==> config.mk <==
export PLATFORM = sky130hd
export DESIGN_NAME = pump_hysteresis_interlock_controller_flat
export DESIGN_NICKNAME = d
export VERILOG_FILES = /design/src/rtl/phic_pkg.sv /design/src/rtl/phic_tick_if.sv /design/src/rtl/phic_result_if.sv /design/src/rtl/pump_hysteresis_interlock_controller.sv /design/src/flat_wrapper.sv
export SDC_FILE = /design/constraint.sdc
export NUM_CORES = 1
export LEC_CHECK = 0
export BUFFER_PORTS_ARGS = -buffer_cell sky130_fd_sc_hd__buf_2
export CELL_PAD_IN_SITES_DETAIL_PLACEMENT = 1
export CELL_PAD_IN_SITES_GLOBAL_PLACEMENT = 2
export CORE_ASPECT_RATIO = 1.5
export CORE_MARGIN = 2
export CORE_UTILIZATION = 35
export CTS_CLUSTER_DIAMETER = 120
export DETAILED_ROUTE_END_ITERATION = 8
export PLACE_DENSITY_LB_ADDON = 0.1
export REMOVE_ABC_BUFFERS = 1
export SETUP_SLACK_MARGIN = 0.3
export SYNTH_ARGS = -nofsm -noshare
export SYNTH_HDL_FRONTEND = slang
export SYNTH_SLANG_ARGS = --single-unit
==> constraint.sdc <==
create_clock -name clk -period 4.6 [get_ports clk]
set_input_delay 0.23 -clock clk [delete_from_list [all_inputs] [get_ports clk]]
set_output_delay 0.23 -clock clk [all_outputs]
set_load 0.01 [all_outputs]
==> src/rtl/phic_pkg.sv <==
package phic_pkg;

	// Result event codes
	typedef enum logic [2:0] {
		EV_NONE      = 3'd0,
		EV_START     = 3'd1,
		EV_LOW_WATER = 3'd2,
		EV_MAX_TIME  = 3'd3,
		EV_MOISTURE  = 3'd4
	} event_t;

	// Configuration register indexes
	localparam logic [2:0] REG_SOIL_START  = 3'd0;
	localparam logic [2:0] REG_SOIL_STOP   = 3'd1;
	localparam logic [2:0] REG_WATER_MIN   = 3'd2;
	localparam logic [2:0] REG_MIN_RUN     = 3'd3;
	localparam logic [2:0] REG_MAX_RUN     = 3'd4;
	localparam logic [2:0] REG_MIN_REST    = 3'd5;

	localparam int unsigned CFG_INDEX_W = 3;
	localparam int unsigned CFG_DATA_W  = 32;

	// Field widths
	localparam int unsigned TIME_W  = 32;
	localparam int unsigned SOIL_W  = 7;
	localparam int unsigned WATER_W = 12;

	// Register values after reset
	localparam logic [SOIL_W-1:0]  SOIL_START_RST = 7'd10;
	localparam logic [SOIL_W-1:0]  SOIL_STOP_RST  = 7'd20;
	localparam logic [WATER_W-1:0] WATER_MIN_RST  = 12'd1000;
	localparam logic [TIME_W-1:0]  MIN_RUN_RST    = 32'd30000;
	localparam logic [TIME_W-1:0]  MAX_RUN_RST    = 32'd120000;
	localparam logic [TIME_W-1:0]  MIN_REST_RST   = 32'd30000;

endpackage

==> src/rtl/phic_tick_if.sv <==
interface phic_tick_if;
	logic                             valid;
	logic                             ready;
	logic [phic_pkg::TIME_W-1:0]      now_ms;
	logic [phic_pkg::SOIL_W-1:0]      soil_moisture;
	logic [phic_pkg::WATER_W-1:0]     water_level;

	modport source (output valid, output now_ms, output soil_moisture,
		output water_level, input ready);
	modport sink (input valid, input now_ms, input soil_moisture,
		input water_level, output ready);
endinterface

==> src/rtl/phic_result_if.sv <==
interface phic_result_if;
	logic                valid;
	logic                ready;
	logic                pump_on;
	logic [2:0]          event_code;

	modport source (output valid, output pump_on, output event_code, input ready);
	modport sink (input valid, input pump_on, input event_code, output ready);
endinterface

==> src/rtl/pump_hysteresis_interlock_controller.sv <==
// Pump on/off controller with hysteresis and minimum run, maximum run and
// minimum rest times. Each control tick transferred on the tick channel gives
// exactly one result (relay drive and event code): the transfer edge loads the
// input register, and the result register loads from it once it is free; the
// state (running flag, start and stop stamps) is updated with that load. A new
// tick is taken on every cycle as long as the result channel keeps up; a
// stalled result holds the result register, and the input register too once
// it is full. Elapsed times are now_ms minus a stamp, modulo 2^32.
// Configuration registers are written through cfg_wr_en, cfg_index and
// cfg_wdata and must only change while no tick is in flight; indexes above
// five are ignored. After reset the stop stamp is zero, so the first start
// waits until now_ms reaches min_rest_ms.
module pump_hysteresis_interlock_controller (
	input  logic                                   clk,
	input  logic                                   arst_n,
	phic_tick_if.sink                              tick,
	phic_result_if.source                          result,
	input  logic                                   cfg_wr_en,
	input  logic [phic_pkg::CFG_INDEX_W-1:0]       cfg_index,
	input  logic [phic_pkg::CFG_DATA_W-1:0]        cfg_wdata
);

	logic [phic_pkg::SOIL_W-1:0]  soil_start_q;
	logic [phic_pkg::SOIL_W-1:0]  soil_stop_q;
	logic [phic_pkg::WATER_W-1:0] water_min_q;
	logic [phic_pkg::TIME_W-1:0]  min_run_q;
	logic [phic_pkg::TIME_W-1:0]  max_run_q;
	logic [phic_pkg::TIME_W-1:0]  min_rest_q;

	logic                         running_q;
	logic [phic_pkg::TIME_W-1:0]  start_stamp_q;
	logic [phic_pkg::TIME_W-1:0]  stop_stamp_q;

	logic                         v_s1;
	logic [phic_pkg::TIME_W-1:0]  now_s1;
	logic [phic_pkg::SOIL_W-1:0]  soil_s1;
	logic [phic_pkg::WATER_W-1:0] water_s1;

	logic                         v_s2;
	logic                         pump_on_s2;
	phic_pkg::event_t             event_s2;

	logic                         adv_s2;
	logic                         load_s2;
	logic                         take_s1;
	logic [phic_pkg::TIME_W-1:0]  ran_ms;
	logic [phic_pkg::TIME_W-1:0]  rest_ms;
	logic                         water_ok;
	logic                         running_nx;
	phic_pkg::event_t             event_nx;

	// Handshake: result register frees when empty or taken
	assign adv_s2     = !v_s2 || result.ready;
	assign load_s2    = v_s1 && adv_s2;
	assign tick.ready = !v_s1 || adv_s2;
	assign take_s1    = tick.valid && tick.ready;

	// Configuration registers
	always_ff @(posedge clk or negedge arst_n) begin
		if (!arst_n) begin
			soil_start_q <= phic_pkg::SOIL_START_RST;
			soil_stop_q  <= phic_pkg::SOIL_STOP_RST;
			water_min_q  <= phic_pkg::WATER_MIN_RST;
			min_run_q    <= phic_pkg::MIN_RUN_RST;
			max_run_q    <= phic_pkg::MAX_RUN_RST;
			min_rest_q   <= phic_pkg::MIN_REST_RST;
		end else if (cfg_wr_en) begin
			unique case (cfg_index)
				phic_pkg::REG_SOIL_START: soil_start_q <= cfg_wdata[phic_pkg::SOIL_W-1:0];
				phic_pkg::REG_SOIL_STOP:  soil_stop_q  <= cfg_wdata[phic_pkg::SOIL_W-1:0];
				phic_pkg::REG_WATER_MIN:  water_min_q  <= cfg_wdata[phic_pkg::WATER_W-1:0];
				phic_pkg::REG_MIN_RUN:    min_run_q    <= cfg_wdata[phic_pkg::TIME_W-1:0];
				phic_pkg::REG_MAX_RUN:    max_run_q    <= cfg_wdata[phic_pkg::TIME_W-1:0];
				phic_pkg::REG_MIN_REST:   min_rest_q   <= cfg_wdata[phic_pkg::TIME_W-1:0];
				default: ;
			endcase
		end
	end

	// Input register: valid bit
	always_ff @(posedge clk or negedge arst_n) begin
		if (!arst_n) begin
			v_s1 <= 1'b0;
		end else if (tick.ready) begin
			v_s1 <= tick.valid;
		end
	end

	// Input register: payload
	always_ff @(posedge clk) begin
		if (take_s1) begin
			now_s1   <= tick.now_ms;
			soil_s1  <= tick.soil_moisture;
			water_s1 <= tick.water_level;
		end
	end

	// Decide start or stop for the registered tick
	assign ran_ms   = now_s1 - start_stamp_q;
	assign rest_ms  = now_s1 - stop_stamp_q;
	assign water_ok = water_s1 >= water_min_q;

	always_comb begin
		running_nx = running_q;
		event_nx   = phic_pkg::EV_NONE;
		if (!running_q) begin
			if (water_ok && rest_ms >= min_rest_q && soil_s1 < soil_start_q) begin
				running_nx = 1'b1;
				event_nx   = phic_pkg::EV_START;
			end
		end else if (!water_ok) begin
			running_nx = 1'b0;
			event_nx   = phic_pkg::EV_LOW_WATER;
		end else if (ran_ms >= max_run_q) begin
			running_nx = 1'b0;
			event_nx   = phic_pkg::EV_MAX_TIME;
		end else if (soil_s1 >= soil_stop_q && ran_ms >= min_run_q) begin
			running_nx = 1'b0;
			event_nx   = phic_pkg::EV_MOISTURE;
		end
	end

	// Controller state and result valid
	always_ff @(posedge clk or negedge arst_n) begin
		if (!arst_n) begin
			running_q     <= 1'b0;
			start_stamp_q <= '0;
			stop_stamp_q  <= '0;
			v_s2          <= 1'b0;
		end else begin
			if (adv_s2) begin
				v_s2 <= v_s1;
			end
			if (load_s2) begin
				running_q <= running_nx;
				if (event_nx == phic_pkg::EV_START) begin
					start_stamp_q <= now_s1;
				end else if (event_nx != phic_pkg::EV_NONE) begin
					stop_stamp_q <= now_s1;
				end
			end
		end
	end

	// Result register: payload
	always_ff @(posedge clk) begin
		if (load_s2) begin
			pump_on_s2 <= running_nx;
			event_s2   <= event_nx;
		end
	end

	assign result.valid      = v_s2;
	assign result.pump_on    = pump_on_s2;
	assign result.event_code = event_s2;

`ifndef NO_ASSERTIONS
	// A shown result always matches the current running flag
	a_pump_matches_state: assert property (@(posedge clk) disable iff (!arst_n)
		v_s2 |-> (pump_on_s2 == running_q))
		else $error("result pump_on differs from running state");

	// A start turns the pump on, any stop turns it off
	a_start_on: assert property (@(posedge clk) disable iff (!arst_n)
		(v_s2 && event_s2 == phic_pkg::EV_START) |-> pump_on_s2)
		else $error("start event with pump off");

	a_stop_off: assert property (@(posedge clk) disable iff (!arst_n)
		(v_s2 && (event_s2 == phic_pkg::EV_LOW_WATER || event_s2 == phic_pkg::EV_MAX_TIME
		|| event_s2 == phic_pkg::EV_MOISTURE)) |-> !pump_on_s2)
		else $error("stop event with pump on");

	// State moves only when a tick reaches the result register
	a_state_hold: assert property (@(posedge clk) disable iff (!arst_n)
		!load_s2 |=> ($stable(running_q) && $stable(start_stamp_q) && $stable(stop_stamp_q)))
		else $error("controller state changed without a tick");
`endif

endmodule

==> src/flat_wrapper.sv <==
// flat-port wrapper written by rule: the top's interface ports become plain ports
module pump_hysteresis_interlock_controller_flat 
  (clk, arst_n, cfg_wr_en, cfg_index, cfg_wdata, tick_valid, tick_now_ms, tick_soil_moisture, tick_water_level, tick_ready, result_valid, result_pump_on, result_event_code, result_ready);
  phic_tick_if tick_i ();
  phic_result_if result_i ();
  input  logic clk;
  input  logic arst_n;
  input  logic cfg_wr_en;
  input  logic [phic_pkg::CFG_INDEX_W-1:0] cfg_index;
  input  logic [phic_pkg::CFG_DATA_W-1:0] cfg_wdata;
  input wire logic [$bits(tick_i.valid)-1:0] tick_valid;
  input wire logic [$bits(tick_i.now_ms)-1:0] tick_now_ms;
  input wire logic [$bits(tick_i.soil_moisture)-1:0] tick_soil_moisture;
  input wire logic [$bits(tick_i.water_level)-1:0] tick_water_level;
  output wire logic [$bits(tick_i.ready)-1:0] tick_ready;
  output wire logic [$bits(result_i.valid)-1:0] result_valid;
  output wire logic [$bits(result_i.pump_on)-1:0] result_pump_on;
  output wire logic [$bits(result_i.event_code)-1:0] result_event_code;
  input wire logic [$bits(result_i.ready)-1:0] result_ready;
  assign tick_i.valid = tick_valid;
  assign tick_i.now_ms = tick_now_ms;
  assign tick_i.soil_moisture = tick_soil_moisture;
  assign tick_i.water_level = tick_water_level;
  assign tick_ready = tick_i.ready;
  assign result_valid = result_i.valid;
  assign result_pump_on = result_i.pump_on;
  assign result_event_code = result_i.event_code;
  assign result_i.ready = result_ready;
  pump_hysteresis_interlock_controller u_core (.clk(clk), .arst_n(arst_n), .tick(tick_i), .result(result_i), .cfg_wr_en(cfg_wr_en), .cfg_index(cfg_index), .cfg_wdata(cfg_wdata));
endmodule
==> results of run 1 <==
-- how the worst max path moves through the flow --
stage / startpoint / to / cells past startpoint
floorplan: u_core.now_s1[1]$_DFFE_PP_ / u_core.stop_stamp_q[0]$_DFFE_PN0P_ / 17
global placement: u_core.now_s1[0]$_DFFE_PP_ / u_core.start_stamp_q[6]$_DFFE_PN0P_ / 25
detailed placement: u_core.now_s1[0]$_DFFE_PP_ / u_core.start_stamp_q[11]$_DFFE_PN0P_ / 25
CTS: u_core.now_s1[0]$_DFFE_PP_ / u_core.start_stamp_q[0]$_DFFE_PN0P_ / 26
global route: u_core.now_s1[0]$_DFFE_PP_ / u_core.start_stamp_q[16]$_DFFE_PN0P_ / 26
finish: u_core.stop_stamp_q[0]$_DFFE_PN0P_ / u_core.start_stamp_q[0]$_DFFE_PN0P_ / 26
-- cells by family after synthesis --
logic type	after synthesis	share of synthesized area (%)
AO/OA/AOI/OAI	320	13.5
buffers and inverters	224	5.95
adder cells (fa/ha/maj)	185	15.5
multiplexers	134	10.8
AND/OR/NAND/NOR	256	8.44
flip-flops	244	42.8
XOR/XNOR	52	3.03
-- worst max-delay path: cells and delay by family, from the launching register on --
family / cells / cell delay (ps)
AO/OA/AOI/OAI: 12 / 2050
buffers and inverters: 6 / 860
AND/OR/NAND/NOR: 4 / 830
adder cells (fa/ha/maj): 2 / 510
multiplexers: 2 / 460
flip-flops: 1 / 410
-- routing by layer --
metal  GRT usage (%)  vias up
li1                -     5846
met1            23.2     6026
met2            43.5      149
met3            2.34       86
met4            8.10        2
met5               0        -
-- Yosys cell counts (3+ instances only) --
library cell | instances | area share, %
sky130_fd_sc_hd__or2_2 | 4 | 0.17
sky130_fd_sc_hd__o21ai_0 | 91 | 3.0
sky130_fd_sc_hd__a211oi_1 | 6 | 0.30
sky130_fd_sc_hd__and2_1 | 4 | 0.17
sky130_fd_sc_hd__inv_1 | 195 | 4.9
sky130_fd_sc_hd__nand4_1 | 18 | 0.75
sky130_fd_sc_hd__o31ai_1 | 5 | 0.25
sky130_fd_sc_hd__o21a_1 | 14 | 0.70
sky130_fd_sc_hd__or3_1 | 4 | 0.17
sky130_fd_sc_hd__a211o_1 | 3 | 0.18
sky130_fd_sc_hd__a21o_1 | 60 | 3.0
sky130_fd_sc_hd__o21bai_1 | 7 | 0.35
sky130_fd_sc_hd__o211ai_1 | 9 | 0.45
sky130_fd_sc_hd__mux2_2 | 101 | 7.6
sky130_fd_sc_hd__edfxtp_1 | 55 | 11
sky130_fd_sc_hd__nor2_1 | 42 | 1.0
sky130_fd_sc_hd__nand2b_1 | 18 | 0.75
sky130_fd_sc_hd__a31o_2 | 3 | 0.18
sky130_fd_sc_hd__dfrtp_1 | 158 | 26
sky130_fd_sc_hd__xnor2_1 | 38 | 2.2
sky130_fd_sc_hd__xor2_1 | 14 | 0.82
sky130_fd_sc_hd__and4_1 | 5 | 0.29
sky130_fd_sc_hd__dfstp_2 | 31 | 5.4
sky130_fd_sc_hd__nor4b_1 | 3 | 0.18
sky130_fd_sc_hd__nand2_1 | 99 | 2.5
sky130_fd_sc_hd__nor3_1 | 12 | 0.40
sky130_fd_sc_hd__nor3b_1 | 4 | 0.20
sky130_fd_sc_hd__ha_1 | 183 | 15
sky130_fd_sc_hd__a2111oi_0 | 4 | 0.23
sky130_fd_sc_hd__clkbuf_1 | 22 | 0.55
sky130_fd_sc_hd__a31oi_1 | 9 | 0.37
sky130_fd_sc_hd__buf_6 | 7 | 0.52
sky130_fd_sc_hd__nor4_1 | 3 | 0.12
sky130_fd_sc_hd__a21oi_1 | 82 | 2.7
sky130_fd_sc_hd__o2111ai_1 | 4 | 0.23
sky130_fd_sc_hd__and3_1 | 5 | 0.21
sky130_fd_sc_hd__nand4b_1 | 3 | 0.18
sky130_fd_sc_hd__mux2_4 | 30 | 3.0
sky130_fd_sc_hd__nand3_1 | 12 | 0.40
sky130_fd_sc_hd__nor2b_1 | 14 | 0.58
-- repair_timing --
| item | in CTS | in global routing |
|---|---|---|
| hold buffers | 87 | 0 |
| pin swaps | 69 | 28 |
| endpoints found under the setup margin | 69 | 69 |
| endpoints found under the hold margin | 221 | 0 |
| gates cloned | 6 | 0 |
| setup buffers | 26 | 14 |
| resized for setup | 92 | 39 |
-- stage by stage --
step / TNS (ps) / worst slack, ps / area, um2
5_1_grt: -56670 / -918 / 20500
6_report: -38670 / -650 / 20500
2_1_floorplan: -58380 / -1170 / 14900
3_5_place_dp: -66520 / -1130 / 17700
4_1_cts: -39930 / -687 / 20300
3_3_place_gp: -63880 / -1100 / 17700
-- state kept, by name (all words and copies together), names as in the netlist --
| register | count |
|---|---|
| u_core.v_s1 | 1 |
| u_core.result.pump_on | 1 |
| u_core.min_run_q | 32 |
| u_core.soil_stop_q | 7 |
| u_core.soil_s1 | 7 |
| u_core.water_s1 | 12 |
| u_core.stop_stamp_q | 32 |
| u_core.running_q | 1 |
| u_core.result.event_code | 3 |
| u_core.start_stamp_q | 32 |
| u_core.max_run_q | 32 |
| u_core.result.valid | 1 |
| u_core.water_min_q | 12 |
| u_core.soil_start_q | 7 |
| u_core.min_rest_q | 32 |
| u_core.now_s1 | 32 |
-- cell type report --
class                   instances  area, um2  area share (%)
multi-input cells             947       8220            40.0
flip-flops and latches        244       6420            31.3
repair buffers                436       3500            17.0
clock buffers                  43        848            4.13
inverters                     195        732            3.56
well taps                     570        713            3.47
clock inverters                 9        110           0.536
-- power groups by stage --
stage / logic, mW / registers (mW) / clock network, mW
after floorplan: 4.50 / 3.05 / 0
after global placement: 7.54 / 3.11 / 0
after detailed placement: 7.72 / 3.13 / 0
after CTS: 8.64 / 3.10 / 2.43
after global routing: 9.73 / 3.18 / 2.51
final: 8.81 / 3.10 / 2.36
==> run metrics, run 1 <==
status=finished, violations left; violations in the final reports=negative setup slack; distinct cell type count of the synthesized netlist=68; summed instance area of the synthesized netlist=15,000 um2; standard cell core area=approximately 43,000 um2; iteration count of the initial detailed-routing pass=4; slew at the pin closest to its max-slew limit=1040 ps; CTS Root Cell=sky130_fd_sc_hd__clkbuf_16; number of synthesized register bits=about 240; number of max-slew violations in the final report=0; Post-Route Utilization=48.1%; CP max stage delay=410 ps; Worst setup SP type=flip-flop; fraction of layout cells with a size suffix above 1=33.9%; Worst Setup Path Type=reg2reg; number of buffers on the longest clock path=3; count of non-filler cells in the finished layout=2,444; die width=173 um; IO Port Bufs=96; Inst Count DP=2,259; worst hold path depth=4; net load switching power=5.63 mW; final total power=14.3 mW; floorplan die area=~45,000 um2; Worst Setup Slack, final=-650 ps; total wire length after detailed routing=48.1 mm; antenna violations before repair=1; number of routed nets with antenna violations=0; CTS sink cnt=244; Routed met2 length=roughly 26 mm; Lkg Pwr=9.76 nW; highest-count cells in the layout ignoring fill and taps=234 x sky130_fd_sc_hd__buf_4, 193 x sky130_fd_sc_hd__inv_1, 181 x sky130_fd_sc_hd__ha_1, 158 x sky130_fd_sc_hd__dfrtp_1, 98 x sky130_fd_sc_hd__nand2_1; crit path capture type=flip-flop; fin crit period=~5200 ps; # diodes=0; power share of the sequential group=21.8%; Cell Rows=93; most frequent standard cell in the layout excluding fill and tap cells=sky130_fd_sc_hd__buf_4; share of async-settable or async-resettable flops after synthesis=77.5%; clock-pin slew on the worst setup and hold paths=60 ps; most repeated library cell on the critical path=sky130_fd_sc_hd__buf_4; routed via count divided by cell count=a little under 5; half-perimeter wire length after placement=34.4 mm; gr usage total=21.8%; fill count=4,697; die height=258 um; largest net degree at the start of global routing=90; RSZ-0062 raised after global routing=true; Initial Util=35.2%; pwr dens=695 nW/um2; data required time of the worst path=5050 ps; first-pass GRT wire length=between 70 and 80 mm; hold path startpoint=cfg_index[1]; worst reg2reg startpoint=u_core.stop_stamp_q[0]$_DFFE_PN0P_; most frequently used flop master after synthesis=sky130_fd_sc_hd__dfrtp_1; vias=12,100; relative slew slack=30.8%; critical path's slowest cell=sky130_fd_sc_hd__dfrtp_1; Post-Syn Instances=1,415; CTS Buf Count=28; crit path max fanout=8; I/O pin count=97; top layer in use=met5; clock skew=12.5 ps; CTS tree=done; power share of the combinational group=around 62%; endpoint of the worst-slack reg-to-reg timing path=u_core.start_stamp_q[0]$_DFFE_PN0P_; sequential cell area fraction in the yosys report=42.8%; Reg2Reg Setup Slack=-650 ps; number of synthesized flops with an enable pin=55; P_int=between 8 and 9 mW; total congestion overflow after global routing=0; portion of total power attributed to the clock network=roughly 17%; weighted congestion at the end of routability-driven global placement=0.801; max_cap viols=0; DRC violation count after routing=0; Hold WC Path Type=in2reg; worst hold path endpoint=u_core.max_run_q[10]$_DFFE_PN1P_; Peak supply drop=0.304 mV; synthesized area per cell=10.6 um2; count of routing violations after the opening detailed-route iteration=325; net count of the finished layout=2,128; endpoints failing setup=68; ratio of final minimum period to clock period=114%; Yosys Warn Count=0; H-tree levels=1; fraction of power spent switching nets=39.5%; worst slack on hold paths=between 100 and 150 ps; Met3 Wirelength=1.33 mm; critical path arrival=5700 ps; WL/cell=19.7 um; met1 WL=between 15 and 20 mm; via count of the first global-routing pass=13,500; worst skew pair latency=570 ps; R2R cell count=26; Fmax achieved=0.190 GHz; area added between synthesis and finish=36.8%; Fin. Hold Viols=0
(Power assumes the default switching activity.)
==> run 2, diff against run 1 <==
--- a/config.mk
+++ b/config.mk
@@ -13,7 +13,7 @@
 export CORE_UTILIZATION = 35
 export CTS_CLUSTER_DIAMETER = 120
 export DETAILED_ROUTE_END_ITERATION = 8
-export PLACE_DENSITY_LB_ADDON = 0.1
+export PLACE_DENSITY = 0.77
 export REMOVE_ABC_BUFFERS = 1
 export SETUP_SLACK_MARGIN = 0.3
 export SYNTH_ARGS = -nofsm -noshare
==> run metrics, run 2 (synthesis results as in run 1) <==
fraction of layout cells with a size suffix above 1=34.9% (+0.99 points); number of routed nets with antenna violations=0 (unchanged); worst skew pair latency=580 ps (about the same); CTS tree=done; endpoints failing setup=69 (+1.5%); ratio of final minimum period to clock period=116% (+1.6 points); Reg2Reg Setup Slack=-720 ps (-70 ps); status=finished, violations left; net count of the finished layout=2,115 (-0.61%); Post-Place Setup Slack=-1010 ps (+115 ps); total wire length after detailed routing=47.2 mm (-1.9%); I/O pin count=97 (unchanged); pwr dens=692 nW/um2 (-0.38%); CTS sink cnt=244 (unchanged); hold path startpoint=cfg_wdata[11]; number of max-slew violations in the final report=0 (unchanged); floorplan die area=44,600 um2 (unchanged); vias=12,100 (-0.31%); worst slack on hold paths=31.1 ps (-90.5 ps); number of buffers on the longest clock path=3 (unchanged); crit path max fanout=7 (-1); worst reg2reg startpoint=u_core.now_s1[0]$_DFFE_PP_; Initial Util=35.2% (unchanged); R2R cell count=29 (+12%); total buffers and inverters traversed by the critical path=8 (+2); most frequent standard cell in the layout excluding fill and tap cells=sky130_fd_sc_hd__buf_4; clock skew=30.1 ps (+17.6 ps); half-perimeter wire length after placement=33.0 mm (-4.1%); endpoint of the worst-slack reg-to-reg timing path=u_core.stop_stamp_q[13]$_DFFE_PN0P_; H-tree levels=1 (unchanged); total congestion overflow after global routing=0 (unchanged); worst hold path endpoint=u_core.max_run_q[11]$_DFFE_PN0P_; gr usage total=21.0% (-0.81 points); iteration count of the initial detailed-routing pass=4 (unchanged); DRC violation count after routing=0 (unchanged); crit path capture type=flip-flop; via count of the first global-routing pass=13,700 (+1.6%); antenna violations before repair=1 (unchanged); clock-pin slew on the worst setup and hold paths=60 ps (about the same); slew at the pin closest to its max-slew limit=807 ps (-230 ps); count of routing violations after the opening detailed-route iteration=488 (+50%); die height=258 um (unchanged); die width=173 um (unchanged); first-pass GRT wire length=74.3 mm (-1.2%); relative slew slack=46.2% (+15 points); critical path's slowest cell=sky130_fd_sc_hd__edfxtp_1; IO Port Bufs=96 (unchanged); highest-count cells in the layout ignoring fill and taps=216 x sky130_fd_sc_hd__buf_4, 192 x sky130_fd_sc_hd__inv_1, 173 x sky130_fd_sc_hd__ha_1, 158 x sky130_fd_sc_hd__dfrtp_1, 98 x sky130_fd_sc_hd__nand2_1; Lkg Pwr=9.78 nW (+0.22%); weighted congestion at the end of routability-driven global placement=0.814 (+1.7%); Peak supply drop=0.310 mV (+1.7%); Fin. Hold Viols=0 (unchanged); routed via count divided by cell count=4.96 (+0.14%); Fmax achieved=0.188 GHz (-1.4%); Hold WC Path Type=in2reg; Worst Setup Path Type=reg2reg; critical path arrival=5760 ps (+60 ps); CTS Buf Count=28 (unchanged); data required time of the worst path=5040 ps (about the same); area added between synthesis and finish=37.7%; max_cap viols=0 (unchanged); Cell Rows=93 (unchanged); Worst setup SP type=flip-flop; fin crit period=5320 ps (+72.3 ps); RSZ-0062 raised after global routing=true; CP max stage delay=410 ps (about the same); largest net degree at the start of global routing=104 (+16%); Worst Setup Slack, final=-722 ps (-72.3 ps); violations in the final reports=negative setup slack; worst hold path depth=3 (-1); Crit path max-delay family=compound AO/OA/AOI/OAI gates; standard cell core area=42,700 um2 (unchanged); CTS Root Cell=sky130_fd_sc_hd__clkbuf_16; most repeated library cell on the critical path=sky130_fd_sc_hd__buf_6; Fin Setup TNS=-38,310 ps (+362 ps); WL/cell=19.4 um (-1.4%)
[run 2: worst max path at each step]
stage / from / endpoint / slack [ps] / depth (start not counted)
finish: u_core.now_s1[0]$_DFFE_PP_ / u_core.stop_stamp_q[13]$_DFFE_PN0P_ / -720 / 29
global route: u_core.now_s1[0]$_DFFE_PP_ / u_core.stop_stamp_q[3]$_DFFE_PN0P_ / -870 / 29
CTS: u_core.now_s1[0]$_DFFE_PP_ / u_core.start_stamp_q[4]$_DFFE_PN0P_ / -560 / 26
detailed placement: u_core.now_s1[0]$_DFFE_PP_ / u_core.start_stamp_q[15]$_DFFE_PN0P_ / -1010 / 25
global placement: u_core.now_s1[14]$_DFFE_PP_ / u_core.start_stamp_q[0]$_DFFE_PN0P_ / -780 / 22
floorplan: u_core.now_s1[1]$_DFFE_PP_ / u_core.stop_stamp_q[0]$_DFFE_PN0P_ / -1170 / 17
[run 2: power breakdown]
part	internal (mW)	leakage (nW)	switching, mW
Combinational	4.50	6.55	4.36
Sequential	2.82	2.77	0.309
Clock	1.35	0.466	0.984
[run 2: layer usage]
layer / vias up / share of wire [%] / global-route usage [%]
met4: 0 / 3.4 / 6.97
met1: 6002 / 39 / 23.1
met3: 70 / 3.1 / 2.53
li1: 5829 / - / -
met2: 170 / 55 / 41.2
met5: - / 0 / 0
[run 2: repair_timing]
| action | in CTS | in global routing |
|---|---|---|
| endpoints found under the setup margin | 69 | 69 |
| pin swaps | 80 | 61 |
| gates resized for setup | 119 | 51 |
| hold buffers | 85 | 0 |
| buffers inserted | 29 | 15 |
| cloned | 5 | 1 |
| endpoints found under the hold margin | 214 | 0 |
[run 2: metrics by stage]
stage          total power, mW  cell area [um2]  util (%)  std cells
6_report                  14.3            20700      48.4       2433
2_1_floorplan             7.54            14900         -       1386
4_1_cts                   13.9            20300      47.5       2415
3_5_place_dp              10.5            17600      41.2       2244
3_3_place_gp              10.3            17600      41.2       2244
5_1_grt                   15.4            20700      48.4       2432
[run 2: worst reg2reg max path: cells and delay by family, from the launching register on]
family                     cells  cell delay (ps)
AOI/OAI and AO/OA              9             1700
xor gates and xnor gates       1              170
adders and majority gates      3              760
buffers and inverters          8              880
DFF                            1              410
muxes                          1              290
and+or+nand+nor                7             1000
[run 2: cell type report]
type | count | area (um2)
fill | 4703 | 22000
multi-input combinational | 947 | 8440
sequential | 244 | 6420
timing repair buffer | 423 | 3430
clock buffer | 38 | 811
inverter | 195 | 732
tap | 570 | 713
clock inverter | 14 | 133
antenna | 2 | 5.00
